### src/rtl/tga_pkg.sv
package tga_pkg;

	typedef struct packed {
		logic [7:0] data_byte;
		logic       start_of_file;
	} tga_in_t;

	typedef struct packed {
		logic [7:0]  red;
		logic [7:0]  green;
		logic [7:0]  blue;
		logic [7:0]  alpha;
		logic [7:0]  repeat_count;
		logic        image_done;
		logic        status;
		logic [15:0] image_width;
		logic [15:0] image_height;
	} tga_out_t;

	// Result handed from the decoder core to the output buffer.
	typedef struct packed {
		logic     valid;
		tga_out_t item;
	} tga_res_t;

	typedef enum logic [2:0] {
		PH_IDLE,
		PH_HEADER,
		PH_SKIP,
		PH_PACKET,
		PH_PIXEL
	} tga_phase_t;

	localparam logic [7:0] TYPE_PACKED   = 8'h0A;
	localparam logic [7:0] TYPE_UNPACKED = 8'h02;
	localparam logic [7:0] DEPTH_ALPHA   = 8'd32;
	localparam logic [7:0] OPAQUE        = 8'd255;

	localparam logic [4:0] HDR_ID_LEN  = 5'd0;
	localparam logic [4:0] HDR_TYPE    = 5'd2;
	localparam logic [4:0] HDR_WIDTH_L = 5'd12;
	localparam logic [4:0] HDR_WIDTH_H = 5'd13;
	localparam logic [4:0] HDR_HEIGHT_L = 5'd14;
	localparam logic [4:0] HDR_HEIGHT_H = 5'd15;
	localparam logic [4:0] HDR_DEPTH   = 5'd16;
	localparam logic [4:0] HDR_LAST    = 5'd17;

	localparam logic [1:0] CH_BLUE  = 2'd0;
	localparam logic [1:0] CH_GREEN = 2'd1;
	localparam logic [1:0] CH_RED   = 2'd2;
	localparam logic [1:0] CH_ALPHA = 2'd3;

endpackage

### src/rtl/tga_image_stream_decoder.sv
// TGA image stream decoder.
// The input channel (in_valid, in_ready, in_data) carries the file one byte per
// transfer; start_of_file marks byte 0 of the header and abandons any file in
// progress. The output channel (out_valid, out_ready, out_data) carries one
// result per finished pixel: a colour with its repeat count, or a single
// status result for an unsupported image type.
// Every byte is decoded combinationally by the parser core, so one byte is
// taken per clock cycle while in_ready is high. A result is registered in the
// output register, or in the skid entry while the receiver stalls the output.
// The output side has an output register and one skid entry. While the
// receiver stalls the decoder keeps taking bytes until the skid entry holds a
// result; in_ready then drops, and rises again in the cycle after the result
// in the output register is transferred and the skid entry moves into it.
// After reset the decoder is idle and ignores bytes until a start mark.
// The pixel count of an image is the product of width and height, formed by
// one 16 by 16 multiplier when the last header byte is taken.
module tga_image_stream_decoder import tga_pkg::*; (
	input  logic     clk,
	input  logic     arst_n,
	input  logic     in_valid,
	output logic     in_ready,
	input  tga_in_t  in_data,
	output logic     out_valid,
	input  logic     out_ready,
	output tga_out_t out_data
);

	logic     accept;
	tga_res_t res;

	assign accept = in_valid && in_ready;

	tga_parse u_parse (
		.clk     (clk),
		.arst_n  (arst_n),
		.accept  (accept),
		.in_item (in_data),
		.res     (res)
	);

	tga_outbuf u_outbuf (
		.clk       (clk),
		.arst_n    (arst_n),
		.push_res  (res),
		.in_ready  (in_ready),
		.out_valid (out_valid),
		.out_ready (out_ready),
		.out_data  (out_data)
	);

endmodule

### src/rtl/tga_parse.sv
module tga_parse import tga_pkg::*; (
	input  logic     clk,
	input  logic     arst_n,
	input  logic     accept,
	input  tga_in_t  in_item,
	output tga_res_t res
);

	tga_phase_t  phase_q, phase_d, cur_phase;
	logic [4:0]  hidx_q, hidx_d;
	logic [7:0]  id_left_q, id_left_d;
	logic [7:0]  itype_q, itype_d;
	logic [15:0] width_q, width_d;
	logic [15:0] height_q, height_d;
	logic [7:0]  bpp_q, bpp_d;
	logic [31:0] pix_left_q, pix_left_d;
	logic        is_run_q, is_run_d;
	logic [7:0]  pkt_left_q, pkt_left_d;
	logic [1:0]  ch_q, ch_d;
	logic [23:0] colour_q, colour_d;

	logic [7:0]  b;
	logic        packed_img;
	logic        last_ch;
	logic [7:0]  cnt;
	tga_phase_t  data_ph;

	assign b = in_item.data_byte;

	always_comb begin
		phase_d    = phase_q;
		hidx_d     = hidx_q;
		id_left_d  = id_left_q;
		itype_d    = itype_q;
		width_d    = width_q;
		height_d   = height_q;
		bpp_d      = bpp_q;
		pix_left_d = pix_left_q;
		is_run_d   = is_run_q;
		pkt_left_d = pkt_left_q;
		ch_d       = ch_q;
		colour_d   = colour_q;
		cur_phase  = phase_q;
		last_ch    = 1'b0;
		cnt        = 8'd0;
		res        = '0;

		// A start mark abandons any file in progress and restarts the header.
		if (in_item.start_of_file) begin
			cur_phase  = PH_HEADER;
			hidx_d     = 5'd0;
			id_left_d  = 8'd0;
			itype_d    = 8'd0;
			width_d    = 16'd0;
			height_d   = 16'd0;
			bpp_d      = 8'd0;
			pix_left_d = 32'd0;
			is_run_d   = 1'b0;
			pkt_left_d = 8'd0;
			ch_d       = 2'd0;
			colour_d   = 24'd0;
		end
		phase_d    = cur_phase;
		packed_img = (itype_d == TYPE_PACKED);
		data_ph    = packed_img ? PH_PACKET : PH_PIXEL;

		case (cur_phase)
			PH_HEADER: begin
				case (hidx_d)
					HDR_ID_LEN:   id_left_d = b;
					HDR_TYPE:     itype_d = b;
					HDR_WIDTH_L:  width_d[7:0] = b;
					HDR_WIDTH_H:  width_d[15:8] = b;
					HDR_HEIGHT_L: height_d[7:0] = b;
					HDR_HEIGHT_H: height_d[15:8] = b;
					HDR_DEPTH:    bpp_d = b;
					default: ;
				endcase
				if (hidx_d < HDR_LAST) begin
					hidx_d = hidx_d + 5'd1;
				end else if (itype_d != TYPE_PACKED && itype_d != TYPE_UNPACKED) begin
					phase_d                = PH_IDLE;
					res.valid              = 1'b1;
					res.item.status        = 1'b1;
					res.item.image_width   = width_d;
					res.item.image_height  = height_d;
				end else begin
					pix_left_d = 32'(width_d) * 32'(height_d);
					ch_d       = 2'd0;
					pkt_left_d = 8'd0;
					if (width_d == 16'd0 || height_d == 16'd0) begin
						phase_d = PH_IDLE;
					end else if (id_left_d != 8'd0) begin
						phase_d = PH_SKIP;
					end else begin
						phase_d = data_ph;
					end
				end
			end
			PH_SKIP: begin
				id_left_d = id_left_d - 8'd1;
				if (id_left_d == 8'd0) begin
					phase_d = data_ph;
				end
			end
			PH_PACKET: begin
				is_run_d   = b[7];
				pkt_left_d = {1'b0, b[6:0]} + 8'd1;
				ch_d       = 2'd0;
				phase_d    = PH_PIXEL;
			end
			PH_PIXEL: begin
				case (ch_d)
					CH_BLUE:  colour_d[7:0] = b;
					CH_GREEN: colour_d[15:8] = b;
					CH_RED:   colour_d[23:16] = b;
					default: ;
				endcase
				last_ch = (bpp_d == DEPTH_ALPHA) ? (ch_d == CH_ALPHA) : (ch_d == CH_RED);
				if (!last_ch) begin
					ch_d = ch_d + 2'd1;
				end else begin
					ch_d = 2'd0;
					if (packed_img && is_run_d) begin
						cnt = ({24'd0, pkt_left_d} > pix_left_d) ? pix_left_d[7:0] : pkt_left_d;
						pkt_left_d = 8'd0;
					end else begin
						cnt = 8'd1;
						if (packed_img && pkt_left_d != 8'd0) begin
							pkt_left_d = pkt_left_d - 8'd1;
						end
					end
					pix_left_d = pix_left_d - {24'd0, cnt};
					if (pix_left_d == 32'd0) begin
						phase_d = PH_IDLE;
					end else if (packed_img && pkt_left_d == 8'd0) begin
						phase_d = PH_PACKET;
					end
					res.valid             = 1'b1;
					res.item.red          = colour_d[23:16];
					res.item.green        = colour_d[15:8];
					res.item.blue         = colour_d[7:0];
					res.item.alpha        = (bpp_d == DEPTH_ALPHA) ? b : OPAQUE;
					res.item.repeat_count = cnt;
					res.item.image_done   = (pix_left_d == 32'd0);
					res.item.status       = 1'b0;
					res.item.image_width  = width_d;
					res.item.image_height = height_d;
				end
			end
			default: ;
		endcase

		if (!accept) begin
			res.valid = 1'b0;
		end
	end

	always_ff @(posedge clk or negedge arst_n) begin
		if (!arst_n) begin
			phase_q    <= PH_IDLE;
			hidx_q     <= 5'd0;
			id_left_q  <= 8'd0;
			itype_q    <= 8'd0;
			width_q    <= 16'd0;
			height_q   <= 16'd0;
			bpp_q      <= 8'd0;
			pix_left_q <= 32'd0;
			is_run_q   <= 1'b0;
			pkt_left_q <= 8'd0;
			ch_q       <= 2'd0;
			colour_q   <= 24'd0;
		end else if (accept) begin
			phase_q    <= phase_d;
			hidx_q     <= hidx_d;
			id_left_q  <= id_left_d;
			itype_q    <= itype_d;
			width_q    <= width_d;
			height_q   <= height_d;
			bpp_q      <= bpp_d;
			pix_left_q <= pix_left_d;
			is_run_q   <= is_run_d;
			pkt_left_q <= pkt_left_d;
			ch_q       <= ch_d;
			colour_q   <= colour_d;
		end
	end

endmodule

### src/rtl/tga_outbuf.sv
module tga_outbuf import tga_pkg::*; (
	input  logic     clk,
	input  logic     arst_n,
	input  tga_res_t push_res,
	output logic     in_ready,
	output logic     out_valid,
	input  logic     out_ready,
	output tga_out_t out_data
);

	logic     out_valid_q;
	tga_out_t out_data_q;
	logic     skid_valid_q;
	tga_out_t skid_data_q;
	logic     free;

	// The skid entry catches a result while the output register is stalled.
	assign in_ready  = !skid_valid_q;
	assign out_valid = out_valid_q;
	assign out_data  = out_data_q;
	assign free      = !out_valid_q || out_ready;

	always_ff @(posedge clk or negedge arst_n) begin
		if (!arst_n) begin
			out_valid_q  <= 1'b0;
			skid_valid_q <= 1'b0;
		end else if (free) begin
			out_valid_q  <= skid_valid_q || push_res.valid;
			skid_valid_q <= skid_valid_q && push_res.valid;
		end else if (push_res.valid) begin
			skid_valid_q <= 1'b1;
		end
	end

	always_ff @(posedge clk) begin
		if (free) begin
			out_data_q  <= skid_valid_q ? skid_data_q : push_res.item;
			skid_data_q <= push_res.item;
		end else if (push_res.valid) begin
			skid_data_q <= push_res.item;
		end
	end

endmodule

### config.mk
export PLATFORM = sky130hd
export DESIGN_NAME = tga_image_stream_decoder
export DESIGN_NICKNAME = d
export VERILOG_FILES = /design/src/rtl/tga_pkg.sv /design/src/rtl/tga_image_stream_decoder.sv /design/src/rtl/tga_parse.sv /design/src/rtl/tga_outbuf.sv
export SDC_FILE = /design/constraint.sdc
export NUM_CORES = 1
export LEC_CHECK = 0
export BUFFER_PORTS_ARGS = -buffer_cell sky130_fd_sc_hd__buf_2
export CAP_MARGIN = 0
export CORE_MARGIN = 1.5
export CORE_UTILIZATION = 55
export CTS_CLUSTER_DIAMETER = 100
export CTS_CLUSTER_SIZE = 10
export DETAILED_ROUTE_END_ITERATION = 8
export PLACE_DENSITY = 0.77
export SETUP_SLACK_MARGIN = 0.02
export SKIP_CTS_REPAIR_TIMING = 1
export SKIP_LAST_GASP = 1
export SLEW_MARGIN = 40
export SYNTH_ARGS = -nofsm -noshare
export SYNTH_HDL_FRONTEND = slang
export SYNTH_SLANG_ARGS = --single-unit
### constraint.sdc
create_clock -name clk -period 9.98 [get_ports clk]
set_input_delay 1.996 -clock clk [delete_from_list [all_inputs] [get_ports clk]]
set_output_delay 1.996 -clock clk [all_outputs]
set_load 0.03 [all_outputs]
Word level (Yosys, flattened, before mapping)
Index checks and enable logic that the tools add are counted.

Memories kept: 0. Memory bits (writable): 0. Output and inout port bits: 76. Word-level logic and storage cells: 162. Register bits: 281. Bits in latches: 0. Memory bits (read-only): 0.

Eq/ne operators: 17. Multiply operators: 1. Shift operators: 0. Add/subtract/negate cells: 6. Reductions and logical operators: 21. Divide/modulo/power cells: 0. $lt $le $gt $ge: 2. Mux-type cells: 83. Bitwise gates (word level): 0.

Operators with widths (count): $mux W8 (34); $mux W74 (3); $mux W32 (4); $mux W75 (1); $mux W33 (2); $pmux W33 S2 (1); $mux W16 (4); $pmux W32 S2 (1); $mux W24 (2); $mux W41 (1); $gt A8 B32 Y1 (1); $logic_not A16 Y1 (2); $logic_not A32 Y1 (1); $mul A16 B16 Y32 (1); $sub A32 B8 Y32 (1); $mux W3 (10); $pmux W8 S3 (1); $eq A5 B4 Y1 const B (4); $logic_not A8 Y1 (2); $pmux W8 S2 (1); $reduce_bool A8 Y1 (2); $sub A8 B1 Y8 const B (2); $mux W5 (3); $pmux W3 S4 (1); 25 further kinds (45).

Longest topological paths before layout
Depth after elaboration: 13. Gate-level depth with buffers: 31. Gate-level depth less buffers: 27.

By module
A second synthesis with hierarchy kept.

Cell total of the unflattened synthesis: 2543. Area total of the unflattened synthesis: 24234.5 sq um.

Modules (own cells, without submodules): tga_parse (area each 18681.7 sq um, cells an instance 2303, seq. area each 3278.1 sq um, instances 1); tga_outbuf (area each 5546.6 sq um, cells an instance 239, seq. area each 4494.3 sq um, instances 1); tga_image_stream_decoder (area each 6.3 sq um, cells an instance 1, seq. area each 0.0 sq um, instances 1).

Worst setup path after synthesis
OpenSTA, ideal clock, no wires.

Path kind: input to register. From: input port in_data[0] (netlist bit). To: register u_parse.pix_left_q[29]. Required time: 9897 ps. Stages on the path: 28. Buffers on the path: 4. Slack: 1184 ps. Arrival: 8713 ps. Cell sequence: buf_2 > nand2b_1 > ha_1 > clkbuf_1 > nor2_1 > clkbuf_1 > a22o_1 > clkbuf_1 > nand2_1 > fa_1 > fa_1 > inv_1 > fa_1 > fa_1 > fa_1 > inv_1 > fa_1 > inv_1 > ha_1 > a21o_1 > a21o_1 > a21o_1 > a31oi_1 > o21ai_0 > a31o_2 > a211o_1 > o221a_2 > o21ai_0.

Longest elaborated chain between the ends: 9. Elaborated cells between the ends (all ways): 48. Those cells by class: add/sub: 1; mul: 1; order compare: 2; eq/ne: 13; mux: 29; reduce/logical: 2.

RTL lines: from (decl) (line tga_image_stream_decoder.sv:22) `input tga_in_t in_data,`; $mux W8 (tied with other cells) (line tga_parse.sv:49) `if (in_item.start_of_file) begin`; $gt A8 B32 Y1 (tied with other cells) (line tga_parse.sv:125) `cnt = ({24'd0, pkt_left_d} > pix_left_d) ? pix_left_d[7:0] : pkt_left_d;`; $mux W8 (tied with other cells) (line tga_parse.sv:125); $mux W8, on equally long branches (line tga_parse.sv:124, tga_parse.sv:67); $mux W8 (tied with other cells) (line tga_parse.sv:120) `if (!last_ch) begin`; $mux W8 or $logic_and A1 B1 Y1 (tied branches) (line tga_parse.sv:67, tga_parse.sv:81); $sub A32 B8 Y32 or $mux W32 (tied branches) (line tga_parse.sv:133, tga_parse.sv:81); $mux W32, on equally long branches (line tga_parse.sv:120, tga_parse.sv:79); $pmux W32 S2 (*) (line tga_parse.sv:67) `case (cur_phase)`; to (signal assigned) (line tga_parse.sv:181) `pix_left_q <= pix_left_d;`; to (decl) (line tga_parse.sv:16) `logic [31:0] pix_left_q, pix_left_d;`.

Mark *: on every way between the ends. The rest lies on a longest branch, timed or not. The select of a mux whose other input is x is not followed. A chain may end at the register's enable or synchronous reset.

Worst setup path in the final report
From: input port in_data[0] (netlist bit). To: register u_parse.pix_left_q[28].

Same word-level chain as after synthesis.

==> results.cfg <==
[timing]
layout_min_cycle_time_ns = 8.73
setup_ws_ns = 1.25
skew_ns = 0.0305
fin_setup_tns_ns = 0
relSlewSlack_pct = 46.3
fin_crit_sh_pct = 87.5
slew_violations = 0
finalHoldViolations = 0
tightest_slew_ns = 0.803
timing.fmax_mhz = 115
setup_violations = 0
rsz0062_at_grt = false

[clock_tree]
clkTransAtPathRegs_ns = 0.06
cts_tree = done
root_buffer = clkbuf_16
clockBufferDepth = 3
clock_latency_ns = 0.55
numCtsBuffers = 34
htreeDepth = 2
numClockSinks = 281

[place]
dp_hpwl_um = 50300
place.gp.congestion = 0.966
dpl_worst_slack_ns = 0.797
io_buffers = 88

[grt]
grt_pass1_vias = 19284
grt_pass1_wl_um = 108000
grt_overflow = 0
grt_max_degree = 76
grt.total_usage_pct = 31.0
antenna_found_initial = 1

[synth]
async_reset_ff_share_pct = 47.3
syn_inst = 2554
synth.avg_cell_area_sq_um = 9.32
synth_edf_count = 148
synth_ff_type = edfxtp_1
ys_seq_area_share_pct = 32.6
yosys_warnings = 0
syn_nets = 2892
ys_ff_latch = 281
synth_area_sq_um = 23800
ys_types = 96

[critical_path]
critical_path_buf_inv_count = 7
r2r_start = u_parse.hidx_q[1]
max_stage_delay_ns = 0.55
crit_slowest_cell = fa_1
cp_common_cell = fa_1
crit_path_end_kind = flip-flop
cp_max_fo = 27
start_kind = input port
path_class = input port to flip-flop
cp.required_ns = 10.41
cp_top_family = adder cells
critPathLaunch = in_data[0]
cp_data_arrival_time_ns = 9.17

[final_layout]
mostFrequentLayoutCells = nand2_1 (362), inv_1 (263), nor2_1 (261), fa_1 (195), edfxtp_1 (148)
fillers = 3606
syn_to_final_growth_pct = 8.24
num_antenna_cells = 0
nets = 2915
drive_above_1_share_pct = 10.7
layout_commonest_cell = nand2_1

[pwr]
clock_power_share_pct = 41.1
power.total_uw = 2760
ir_drop_mv = 0.109
net-switching-power_uw = 760
p_per_area_nw_per_um2 = 107
sw_frac_of_total_pct = 27.5
pwr-share-seq_pct = 47.0
leakage_uw = 0.0119
combPwrFrac_pct = 11.8
p_int_uw = 2000

[die]
core_area_sq_um = 42900
num_io_pins = 89
dieArea_sq_um = 44500
initial_core_util_pct = 55.5
die_h_um = 211
fp.dieW_um = 211
rows = 76

[drt]
wl_um = 67000
drt_iter0_drc = 2045
wire_per_inst_um = 21.0
drtPass1Iterations = 6
ant_nets = 0
vias_per_cell = 6.13
drc_errors = 0
via_count = 19517

[hold_path]
hold_path.class = flip-flop to flip-flop
hp-start = u_parse.pix_left_q[0]

[run_status]
status = finished clean

[run]
drv_cap = 0
==> layout make-up <==
type | instances | area, sq um | area share (%)
Multi-Input combinational cell | 1863 | 14500 | 56.3
Sequential cell | 281 | 7770 | 30.2
Inverter | 265 | 995 | 3.86
Clock buffer | 56 | 943 | 3.66
Timing Repair Buffer | 132 | 785 | 3.04
Tap cell | 585 | 732 | 2.84
Clock inverter | 4 | 42.5 | 0.165
==> power groups by stage <==
stage / Sequential, uW / Clock (uW) / Combinational [uW]
6_report: 1300 / 1140 / 327
4_1_cts: 1300 / 1150 / 320
3_3_place_gp: 1320 / 0 / 312
5_1_grt: 1300 / 1200 / 355
3_5_place_dp: 1320 / 0 / 319
2_1_floorplan: 1300 / 0 / 240
==> metal layers <==
metal / wire [um] / global-route usage, % / share of wire, % / vias to the layer above
met5: 0 / 0 / 0 / -
met4: 1760 / 8.82 / 2.6 / 0
met3: 4990 / 5.13 / 7.5 / 129
met2: 31100 / 48.9 / 46 / 845
met1: 29200 / 44.1 / 44 / 9724
li1: - / - / - / 8819
==> tightest hold or removal path, stage by stage (launching register included) <==
cell and delay, ns:
dfrtp_1 0.34, nand2_1 0.04, o21ai_0 0.07
==> cell families after synthesis <==
family / after synthesis / share of synthesized area, %
AO/OA/AOI/OAI: 540 / 15.4
buffers and inverters: 410 / 6.62
XOR/XNOR: 49 / 1.80
flip-flops: 281 / 32.6
AND/OR/NAND/NOR: 867 / 16.5
multiplexers: 82 / 3.82
adder cells (fa/ha/maj): 325 / 23.2
==> synth_stat cells (all sizes together) (5+ instances only) <==
library cell | n | area [sq um]
nand2 | 367 | 1390
inv | 264 | 991
nor2 | 263 | 990
fa | 195 | 3900
o21ai | 153 | 777
edfxtp | 148 | 4440
dfrtp | 133 | 3330
ha | 130 | 1630
clkbuf | 118 | 445
a21oi | 80 | 404
mux2 | 58 | 657
a22o | 57 | 499
a22oi | 47 | 353
o31ai | 44 | 335
nand3 | 41 | 228
nor2b | 35 | 219
xnor2 | 35 | 307
buf | 27 | 136
nor3 | 26 | 141
mux2i | 24 | 253
a21o | 23 | 173
and2 | 23 | 144
o211ai | 21 | 158
a31oi | 17 | 106
nor4 | 17 | 140
nand4 | 14 | 87.6
o22ai | 14 | 87.6
xor2 | 14 | 123
and3 | 13 | 81.3
nand2b | 13 | 81.3
o21a | 12 | 90.1
or3 | 12 | 80.1
or4 | 11 | 82.6
a211oi | 8 | 77.6
or2 | 8 | 50.1
a221oi | 6 | 58.8
nor3b | 6 | 45.0
nor4b | 5 | 50.0
o2111ai | 5 | 50.0
o32ai | 5 | 43.8
==> flip-flops by register name (all words and copies together) (netlist names) <==
name,count
u_parse.pix_left_q,32
u_parse.hidx_q,5
u_parse.ch_q,2
u_outbuf.out_valid,1
u_parse.pkt_left_q,8
u_parse.is_run_q,1
u_parse.itype_q,8
u_outbuf.skid_valid_q,1
u_parse.height_q,16
u_parse.bpp_q,8
u_parse.phase_q,3
u_parse.colour_q,24
u_outbuf.out_data,74
u_outbuf.skid_data_q,74
u_parse.id_left_q,8
u_parse.width_q,16
==> final timing paths <==
check / cells past startpoint / slack [ns] / end
setup / recovery: 27 / 1.25 / u_parse.pix_left_q[28]
hold / removal: 2 / 0.49 / u_parse.pix_left_q[0]
setup reg to reg: 25 / 2.32 / u_parse.pix_left_q[28]
hold reg to reg: 2 / 0.49 / u_parse.pix_left_q[0]
max in group asynchronous: 2 / 7.36 / u_parse.width_q[13]
min in group asynchronous: 1 / 1.40 / u_parse.pix_left_q[23]
==> per-stage QoR <==
step / utilization [%] / cells / cell area [sq um] / hold WS, ns
finish: 60.1 / 3186 / 25800 / 0.488
global route: 60.1 / 3186 / 25800 / 0.509
floorplan: - / 2554 / 23800 / 0.442
detailed placement: 57.8 / 3126 / 24800 / 0.476
global placement: 57.7 / 3126 / 24800 / 0.456
CTS: 60.1 / 3186 / 25800 / 0.490
Note: power is estimated with default switching activity, not from simulation.
